==> config.mk <==
export PLATFORM = sky130hd
export DESIGN_NAME = open_file_handle_table_flat
export DESIGN_NICKNAME = d
export VERILOG_FILES = /design/src/sv/ofht_pkg.sv /design/src/sv/ofht_chan_if.sv /design/src/sv/open_file_handle_table.sv /design/src/flat_wrapper.sv
export SDC_FILE = /design/constraint.sdc
export NUM_CORES = 2
export LEC_CHECK = 0
export BUFFER_PORTS_ARGS = -buffer_cell sky130_fd_sc_hd__buf_2
export CAP_MARGIN = 20
export CORE_MARGIN = 2
export CORE_UTILIZATION = 35
export CTS_CLUSTER_SIZE = 24
export DETAILED_ROUTE_END_ITERATION = 12
export GPL_ROUTABILITY_DRIVEN = 1
export PLACE_DENSITY = 0.47
export REMOVE_ABC_BUFFERS = 1
export SLEW_MARGIN = 20
export SYNTH_ARGS = -nofsm -noshare
export SYNTH_HDL_FRONTEND = slang
export SYNTH_SLANG_ARGS = --single-unit
==> constraint.sdc <==
create_clock -name clk -period 7.2 [get_ports clk]
set_input_delay 0.72 -clock clk [delete_from_list [all_inputs] [get_ports clk]]
set_output_delay 0.72 -clock clk [all_outputs]
set_load 0.05 [all_outputs]
==> src/sv/ofht_pkg.sv <==
package ofht_pkg;

	localparam int HANDLE_W = 10;
	localparam int INODE_W  = 16;
	localparam int OFFSET_W = 32;
	localparam int ENTRY_W  = INODE_W + OFFSET_W;

	typedef enum logic [1:0] {
		OP_OPEN  = 2'd0,
		OP_CLOSE = 2'd1,
		OP_READ  = 2'd2,
		OP_NONE  = 2'd3
	} op_t;

	localparam logic STATUS_OK   = 1'b0;
	localparam logic STATUS_FAIL = 1'b1;

	typedef struct packed {
		op_t                 operation;
		logic [INODE_W-1:0]  inode_number;
		logic [OFFSET_W-1:0] start_offset;
		logic [HANDLE_W-1:0] handle_in;
	} req_word_t;

	typedef struct packed {
		logic                status;
		logic [HANDLE_W-1:0] handle_out;
		logic [INODE_W-1:0]  entry_inode;
		logic [OFFSET_W-1:0] entry_offset;
		logic                entry_taken;
	} rsp_word_t;

endpackage

==> src/sv/ofht_chan_if.sv <==
interface ofht_chan_if #(
	parameter type word_t = logic
);
	logic  valid;
	logic  ready;
	word_t word;

	modport source (output valid, output word, input ready);
	modport sink (input valid, input word, output ready);
endinterface

==> src/sv/open_file_handle_table.sv <==
// Handle table of SLOTS entries. Open takes the lowest free slot, close frees a
// taken slot, read returns a slot's inode, offset and taken flag. Open and close
// answer in the cycle after they are accepted; a read is answered after the
// registered read of the entry memory. One request is in work at a time, so no
// new request is taken while a read waits for its entry or while a result word
// waits on the result side. After reset a clearing pass zeroes the entry memory,
// one entry a cycle; no request is accepted until it ends.
module open_file_handle_table
	import ofht_pkg::*;
#(
	parameter int SLOTS = 64
) (
	input  logic        clk,
	input  logic        arst_n,
	ofht_chan_if.sink   req,
	ofht_chan_if.source rsp
);

	localparam int IDX_W = (SLOTS > 1) ? $clog2(SLOTS) : 1;

	localparam logic [1:0] ST_CLEAR = 2'd0;
	localparam logic [1:0] ST_IDLE  = 2'd1;
	localparam logic [1:0] ST_READ  = 2'd2;

	logic [1:0]          state_q;
	logic [IDX_W-1:0]    clr_idx_q;
	logic [SLOTS-1:0]    taken_q;
	logic                out_valid_q;
	rsp_word_t           out_q;
	logic [HANDLE_W-1:0] rd_handle_q;
	logic                rd_taken_q;
	logic [ENTRY_W-1:0]  rd_data_q;
	logic [ENTRY_W-1:0]  entry_mem [SLOTS];

	logic                out_free;
	logic                req_fire;
	logic                in_range;
	logic [IDX_W-1:0]    req_idx;
	logic                slot_taken;
	logic                full;
	logic [IDX_W-1:0]    free_idx;
	logic                read_go;
	logic                load_out;
	rsp_word_t           out_next;
	logic                mem_we;
	logic [IDX_W-1:0]    mem_waddr;
	logic [ENTRY_W-1:0]  mem_wdata;

	// handshake
	assign out_free  = !out_valid_q || rsp.ready;
	assign req.ready = (state_q == ST_IDLE) && out_free;
	assign req_fire  = req.valid && req.ready;
	assign rsp.valid = out_valid_q;
	assign rsp.word  = out_q;

	// request decode
	assign in_range   = {1'b0, req.word.handle_in} < (HANDLE_W + 1)'(SLOTS);
	assign req_idx    = req.word.handle_in[IDX_W-1:0];
	assign slot_taken = in_range && taken_q[req_idx];
	assign read_go    = req_fire && (req.word.operation == OP_READ) && in_range;

	// lowest free slot
	always_comb begin
		full     = 1'b1;
		free_idx = '0;
		for (int i = SLOTS - 1; i >= 0; i--) begin
			if (!taken_q[i]) begin
				full     = 1'b0;
				free_idx = IDX_W'(i);
			end
		end
	end

	// result word
	always_comb begin
		out_next        = '0;
		out_next.status = STATUS_FAIL;
		if (state_q == ST_READ) begin
			out_next.status       = STATUS_OK;
			out_next.handle_out   = rd_handle_q;
			out_next.entry_inode  = rd_data_q[ENTRY_W-1 -: INODE_W];
			out_next.entry_offset = rd_data_q[OFFSET_W-1:0];
			out_next.entry_taken  = rd_taken_q;
		end else begin
			case (req.word.operation)
				OP_OPEN: begin
					if (!full) begin
						out_next.status     = STATUS_OK;
						out_next.handle_out = HANDLE_W'(free_idx);
					end
				end
				OP_CLOSE: begin
					out_next.handle_out = req.word.handle_in;
					if (slot_taken) begin
						out_next.status = STATUS_OK;
					end
				end
				OP_READ: begin
					out_next.handle_out = req.word.handle_in;
				end
				default: begin
					out_next.handle_out = '0;
				end
			endcase
		end
	end

	assign load_out = (req_fire && !read_go) || ((state_q == ST_READ) && out_free);

	// memory write port: clearing pass or open
	always_comb begin
		mem_we    = 1'b0;
		mem_waddr = free_idx;
		mem_wdata = {req.word.inode_number, req.word.start_offset};
		if (state_q == ST_CLEAR) begin
			mem_we    = 1'b1;
			mem_waddr = clr_idx_q;
			mem_wdata = '0;
		end else if (req_fire && (req.word.operation == OP_OPEN) && !full) begin
			mem_we = 1'b1;
		end
	end

	// entry memory
	always_ff @(posedge clk) begin
		if (mem_we) begin
			entry_mem[mem_waddr] <= mem_wdata;
		end
		if (read_go) begin
			rd_data_q <= entry_mem[req_idx];
		end
	end

	// control state
	always_ff @(posedge clk or negedge arst_n) begin
		if (!arst_n) begin
			state_q     <= ST_CLEAR;
			clr_idx_q   <= '0;
			taken_q     <= '0;
			out_valid_q <= 1'b0;
		end else begin
			case (state_q)
				ST_CLEAR: begin
					clr_idx_q <= clr_idx_q + 1'b1;
					if (clr_idx_q == IDX_W'(SLOTS - 1)) begin
						state_q <= ST_IDLE;
					end
				end
				ST_IDLE: begin
					if (read_go) begin
						state_q <= ST_READ;
					end
				end
				ST_READ: begin
					if (out_free) begin
						state_q <= ST_IDLE;
					end
				end
				default: begin
					state_q <= ST_IDLE;
				end
			endcase

			// taken flags
			if (req_fire && (req.word.operation == OP_OPEN) && !full) begin
				taken_q[free_idx] <= 1'b1;
			end else if (req_fire && (req.word.operation == OP_CLOSE) && slot_taken) begin
				taken_q[req_idx] <= 1'b0;
			end

			if (load_out) begin
				out_valid_q <= 1'b1;
			end else if (rsp.ready) begin
				out_valid_q <= 1'b0;
			end
		end
	end

	// payload registers
	always_ff @(posedge clk) begin
		if (load_out) begin
			out_q <= out_next;
		end
		if (read_go) begin
			rd_handle_q <= req.word.handle_in;
			rd_taken_q  <= slot_taken;
		end
	end

	// no request taken while the memory is being cleared
	a_no_req_in_clear: assert property (@(posedge clk) disable iff (!arst_n)
		(state_q == ST_CLEAR) |-> !req.ready)
		else $error("request accepted during clearing pass");

	// a pending word is never overwritten
	a_no_overwrite: assert property (@(posedge clk) disable iff (!arst_n)
		(out_valid_q && !rsp.ready) |-> !load_out)
		else $error("result word overwritten before it was taken");

	// an in-range read goes to the memory wait state
	a_read_wait: assert property (@(posedge clk) disable iff (!arst_n)
		read_go |=> (state_q == ST_READ))
		else $error("read did not wait for memory data");

	// a granted slot is marked taken
	a_open_taken: assert property (@(posedge clk) disable iff (!arst_n)
		(req_fire && (req.word.operation == OP_OPEN) && !full)
		|=> taken_q[$past(free_idx)])
		else $error("granted slot not marked taken");

	// a successful open reports the slot it took
	a_open_handle: assert property (@(posedge clk) disable iff (!arst_n)
		(req_fire && (req.word.operation == OP_OPEN) && !full)
		|=> (out_valid_q && (out_q.status == STATUS_OK)
			&& (out_q.handle_out == HANDLE_W'($past(free_idx)))))
		else $error("open result does not match granted slot");

endmodule

==> src/flat_wrapper.sv <==
// flat-port wrapper written by rule: the top's interface ports become plain ports
module open_file_handle_table_flat import ofht_pkg::*;
#(
	parameter int SLOTS = 64
)
  (clk, arst_n, req_valid, req_word, req_ready, rsp_valid, rsp_word, rsp_ready);
  ofht_chan_if #(.word_t(req_word_t)) req_i ();
  ofht_chan_if #(.word_t(rsp_word_t)) rsp_i ();
  input  logic clk;
  input  logic arst_n;
  input wire logic [$bits(req_i.valid)-1:0] req_valid;
  input wire logic [$bits(req_i.word)-1:0] req_word;
  output wire logic [$bits(req_i.ready)-1:0] req_ready;
  output wire logic [$bits(rsp_i.valid)-1:0] rsp_valid;
  output wire logic [$bits(rsp_i.word)-1:0] rsp_word;
  input wire logic [$bits(rsp_i.ready)-1:0] rsp_ready;
  assign req_i.valid = req_valid;
  assign req_i.word = req_word;
  assign req_ready = req_i.ready;
  assign rsp_valid = rsp_i.valid;
  assign rsp_word = rsp_i.word;
  assign rsp_i.ready = rsp_ready;
  open_file_handle_table #(.SLOTS(SLOTS)) u_core (.clk(clk), .arst_n(arst_n), .req(req_i), .rsp(rsp_i));
endmodule
**Word level (Yosys, flattened, before mapping)**

Memories as Yosys holds them, arrays and structs flattened. A register that Yosys moved wholly into a read port is not among the register bits.
Index checks and enable logic that the tools add are counted.

- Mux-type cells: 153
- Divide/modulo/power cells: 0
- Reductions and logical operators: 24
- Eq/ne operators: 8
- Magnitude comparators: 5
- Bitwise logic cells: 3
- Shift operators: 0
- Add/subtract/negate cells: 1
- Multipliers: 0

Operator list:

| kind | count |
|---|---|
| $mux W6 | 65 |
| $mux W64 | 2 |
| $mux W1 | 74 |
| $and A64 B64 Y64 | 1 |
| $not A64 Y64 | 1 |
| $or A64 B64 Y64 | 1 |
| $mux W48 | 1 |
| $pmux W10 S2 | 1 |
| $lt A6 B7 Y1 const B | 2 |
| $logic_and A1 B1 Y1 | 13 |
| $demux W1 S6 | 2 |
| $ge A6 B1 Y1 const B | 2 |
| $mux W11 | 1 |
| $lt A10 B7 Y1 const B | 1 |
| $mux W10 | 1 |
| $add A6 B1 Y6 const B | 1 |
| $bmux W1 S6 | 1 |
| $eq A6 B6 Y1 const B | 1 |
| $mux W2 | 3 |
| $pmux W2 S3 | 1 |
| $eq A2 B1 Y1 const B | 2 |
| $eq A2 B2 Y1 const B | 2 |
| $logic_not A2 Y1 | 2 |
| $ne A2 B1 Y1 const B | 2 |
| 7 further kinds | 11 |

- Memories kept: 1
- Flip-flop bits (word level): 144
- Input bits: 64
- Output and inout bits: 62
- Bits in read-only memories: 0
- RAM bits: 3072
- Latch bits: 0

Memories:

| memory | words | bits a word | read ports | clocked after memory_dff | wr ports | line | text |
|---|---|---|---|---|---|---|---|
| u_core.entry_mem | 64 | 48 | 1 | 1 | 1 | open_file_handle_table.sv:33 | `logic [ENTRY_W-1:0] entry_mem [SLOTS];` |

**Depth between registers and ports, before layout**

- Depth after elaboration: 70
- Depth in mapped cells: 14
- Depth with buffers taken out: 8

**Least setup slack after synthesis**

OpenSTA, ideal clock, no wires.

- Path type: register -> register
- Start point: register u_core.taken_q[6]
- End point: memory u_core.entry_mem[50][0] (netlist bit) (enable)
- Slack: 0.959 ns
- Data required time: 6.687 ns
- Cell stages (with the launch flop): 10
- Period minus slack after synthesis: 6.241 ns
- Arrival time: 5.728 ns
- Setup time: 0.513 ns
- Cells stage by stage: dfrtp_1 inv_1 o221ai_1 or4b_1 a221o_1 o211ai_1 a31oi_1 mux2_2 clkbuf_1 nor3_1

- Cells in the longest elaborated chain, start to end: 13

RTL lines:

| what | line | text |
|---|---|---|
| from (decl) | open_file_handle_table.sv:27 | `logic [SLOTS-1:0] taken_q;` |
| from (signal assigned) | open_file_handle_table.sv:139 | `taken_q <= '0;` |
| from (signal, indexed assignment) | open_file_handle_table.sv:166 | `taken_q[free_idx] <= 1'b1;` |
| from (signal, indexed assignment) | open_file_handle_table.sv:168 | `taken_q[req_idx] <= 1'b0;` |
| $mux W1 (7 in a row) | open_file_handle_table.sv:67 | `if (!taken_q[i]) begin` |
| $logic_not A1 Y1 | - |  |
| $logic_and A1 B1 Y1 | open_file_handle_table.sv:119 | `end else if (req_fire && (req.word.operation == OP_OPEN) && !full) begin` |
| $mux W1 | open_file_handle_table.sv:119 |  |
| $mux W1 | open_file_handle_table.sv:115 | `if (state_q == ST_CLEAR) begin` |
| $mux W1 | open_file_handle_table.sv:126 | `if (mem_we) begin` |
| $mux W1 (not written as such) | open_file_handle_table.sv:127 | `entry_mem[mem_waddr] <= mem_wdata;` |
| to (decl) | open_file_handle_table.sv:33 |  |

Several ways; a longest one is shown, not always the timed one.

**Final worst setup path**

- Start point: register u_core.taken_q[2]
- End point: memory u_core.entry_mem[49][6] (netlist bit) (enable)

- Cells in the longest elaborated chain, start to end: 9

RTL lines:

| what | line |
|---|---|
| $mux W1 (3 in a row) | open_file_handle_table.sv:67 |
| $logic_not A1 Y1 | - |
| $logic_and A1 B1 Y1 | open_file_handle_table.sv:119 |
| $mux W1 | open_file_handle_table.sv:119 |
| $mux W1 | open_file_handle_table.sv:115 |
| $mux W1 | open_file_handle_table.sv:126 |
| $mux W1 (not written as such) | open_file_handle_table.sv:127 |

Several ways; a longest one is shown, not always the timed one.

==> metrics.md <==
| Metric | Value |
|---|---|
| Area of the die | roughly 350000 sq um |
| Worst hold stages | 3 |
| Routed WL | 441000 um |
| Routability cong. | between 0.8 and 0.9 |
| Vias per std cell | slightly above 6 |
| Buffers from clock root to sink, at most | 4 |
| Largest family of logic cells by synthesized area | compound AO/OA/AOI/OAI gates |
| DR pass1 iterations | 5 |
| Static Leak | approximately 0.043 uW |
| Post-route cell area | 140000 sq um |
| Post-route setup TNS | 0 ns |
| Crit Reg-Reg Startpoint | u_core.taken_q[2]$_DFFE_PN0P_ |
| Status | completed |
| Placement Cell Area | roughly 130000 sq um |
| Max cap viols | 0 |
| Clk Latency, worst-skew pair | 0.94 ns |
| Seq/Total Area, Yosys | 0.811 |
| First-pass GRT wire length | 599000 um |
| Tightest Hold Check Type | input pin to flop |
| Worst r2r dst | u_core.entry_mem[49][6]$_DFFE_PP_ |
| Height of the die | roughly 590 um |
| Simple-Gate Fraction of Synth Area | 0.0303 |
| Endpoints failing setup | 0 |
| Worst Hold End | u_core.state_q[1]$_DFFE_PN0P_ |
| Footprint of the multi-input gates | roughly 22000 sq um |
| Commonest cells post-synth | edfxtp_1 (3191), a22oi_1 (866), a221oi_1 (318) |
| Compound-Gate Fraction of Synth Area | 0.132 |
| Detailed Place HPWL | ~230000 um |
| DRC errors left | 0 |
| ANT nets after route | 0 |
| Post-synth top area share | 0.795 |
| R2R Setup Slk | around 2.2 ns |
| Mux share of post-synthesis cell area | 0.0111 |
| Period utilization | 0.700 |
| FP Rows | around 220 |
| Pwr Density | 305 nW/um^2 |
| Vias in the first global route | about 69000 |
| Area growth, synth to finish | 16.2% |
| Clock skew after layout | between 0.03 and 0.04 ns |
| Final nets | about 7000 |
| Min-delay src | rsp_ready |
| Core ar. | approximately 340000 sq um |
| Initial drt markers | ~9000 |
| CTS tree | yes |
| Total grt overflow | 0 |
| Largest net degree at the start of global routing | a little under 100 |
| Total power | 42700 uW |
| Async set-reset flop share out of synthesis | 0.0224 |
| Post-cts resize count | 0 |
| Cts bufs inserted | between 300 and 400 |
| Gr usage total | 0.247 |
| Relative slew slack | 0.118 |
| Via Count | approximately 70000 |
| Count of input and output buffers | between 100 and 150 |
| Post-layout min period | around 5.0 ns |
| CP required | 7.75 ns |
| Root Driver | clkbuf_16 |
| Yosys top cell by area | edfxtp_1 |
| CP Data Arrival Time | roughly 5.6 ns |
| Reg clk slew, reported paths | around 0.06 ns |
| RSZ-0062 raised after global routing | false |
| Layout cells sized above 1 | 0.154 |
| Post-synth EDFFs | around 3200 |
| Drt wl/cell | 37.3 um |
| H-Tree Depth | 5 |
| Netlist cell types | slightly below 80 |
| Filler Cell Count | just over 30000 |
| FF-to-FF path depth | 9 |
| CP max FO | 31 |
| Post-synthesis xor/xnor area fraction | 0.000364 |
| Synth Cell Area | ~120000 sq um |
| Synth Area in Adders | 0.000519 |
| Ys Warns | 0 |
| Ys flop type | edfxtp_1 |
| Post-synthesis register bit count | approximately 3300 |
| Avg Synthesized Cell Area | around 18 sq um |
| Initial antenna violation count | 21 |
| Max-slew violations | 0 |
| Post-Synthesis Cells | 6630 |
| DIE WIDTH | 591 um |
| Storage cell area | just under 100000 sq um |
| Starting Density | 0.352 |
| CP Capture Type | flop |
| Final non-filler cell total | about 12000 |
| Peak VDD IR | about 0.00019 V |
| Clock sink count | around 3300 |
| I/O pin count | between 100 and 150 |
| Top post-synthesis cells by area | edfxtp_1 (80%), a22oi_1 (5.4%), a221oi_1 (2.3%) |
| F_max | around 200 MHz |
| Crit path kind | flop to flop |
| CP Launch Type | flop |
| Count leader, synth | edfxtp_1 |
| Worst-Margin Slew | between 1 and 1.5 ns |
| Fin util | 0.408 |
| Final Hold Viols | 0 |
| Dpl cells | 11200 |
worst max path at each step:
stage / from / end / cells past startpoint
after global placement: req_word[3] / u_core.taken_q[21]$_DFFE_PN0P_ / 10
after global routing: u_core.taken_q[18]$_DFFE_PN0P_ / u_core.entry_mem[26][10]$_DFFE_PP_ / 10
after detailed placement: req_word[3] / u_core.taken_q[33]$_DFFE_PN0P_ / 10
after CTS: u_core.taken_q[18]$_DFFE_PN0P_ / u_core.entry_mem[26][13]$_DFFE_PP_ / 10
after floorplan: req_word[0] / u_core.rd_data_q[33]$_DFFE_PP_ / 6
final: u_core.taken_q[2]$_DFFE_PN0P_ / u_core.entry_mem[49][6]$_DFFE_PP_ / 9
metal layers:
metal  GRT usage  wire length, um
met4      0.0649            11700
met1       0.359           191000
met2       0.388           203000
met5           0               26
met3      0.0343            35200
report_power, final:
| group | total, uW | internal, uW | leakage [uW] | switching (uW) |
|---|---|---|---|---|
| clock | 17500 | 10000 | 0.00535 | 7480 |
| combinational | 3350 | 650 | 0.00802 | 2700 |
| sequential | 21800 | 21700 | 0.0299 | 119 |
| total | 42700 | 32400 | 0.0432 | 10300 |
layout by cell type, fill, tap and decap left out, types with 56 or more instances in the layout:
cell type / synthesis / routed
a22o_1: 284 / 284
o31ai_1: 59 / 59
dfrtp_1: 73 / 73
buf_2: 65 / 119
clkbuf_1: 303 / 72
o21ai_0: 76 / 75
a221oi_1: 318 / 318
a31oi_1: 217 / 217
buf_4: 1 / 243
clkinv_1: 0 / 82
nand4_1: 131 / 131
nand3_1: 72 / 71
nor3_2: 1 / 66
clkbuf_16: 0 / 359
a21oi_1: 131 / 131
nor2_1: 72 / 66
nand2_1: 91 / 88
a22oi_1: 866 / 866
edfxtp_1: 3191 / 3191
clkinv_2: 0 / 56
cells by family after synthesis:
logic type      after synthesis
compound gates             2113
buf+inv                     468
simple gates                659
xor+xnor                      5
flops                      3264
mux                         116
fa+ha+maj                     5
flip-flops by register name, summed over array words and instances, names as in the netlist:
signal,cells
u_core.rd_taken_q,1
u_core.rd_data_q,48
u_core.entry_mem,3072
u_core.state_q,2
u_core.rsp.valid,1
u_core.rsp.word,60
u_core.taken_q,64
u_core.rd_handle_q,10
u_core.clr_idx_q,6
per-stage QoR:
stage          hold slack [ns]  worst slack [ns]
2_1_floorplan            0.424            -14.61
3_3_place_gp             0.503              2.07
3_5_place_dp             0.508              2.01
4_1_cts                  0.140              2.21
5_1_grt                  0.196              1.96
6_report                 0.206              2.16
final cells by class:
cell class                      count  share of cell area
Antenna cell                       16            0.000286
Clock buffer                      431              0.0661
Clock inverter                    193              0.0121
Inverter                           20            0.000536
Multi-Input combinational cell   2898               0.156
Sequential cell                  3264               0.698
Tap cell                         4557              0.0407
Timing Repair Buffer              429              0.0265
critical path, cell delays in order, from the launching register on:
cell and delay (ns):
dfrtp_1 0.51, nand4_1 0.33, nor4_2 0.96, nand2_1 0.29, nor3_1 0.58, a31o_2 0.25, nand4_1 0.26, nor3_2 0.24
buf_4 0.40, buf_4 0.77
repair_timing:
action                     4_1_cts  5_1_grt
hold buffers                     5        0
buffers inserted                 0        0
setup endpoints to repair        0        0
hold endpoints to repair        77        0
Power figures use the tool's default switching activity.
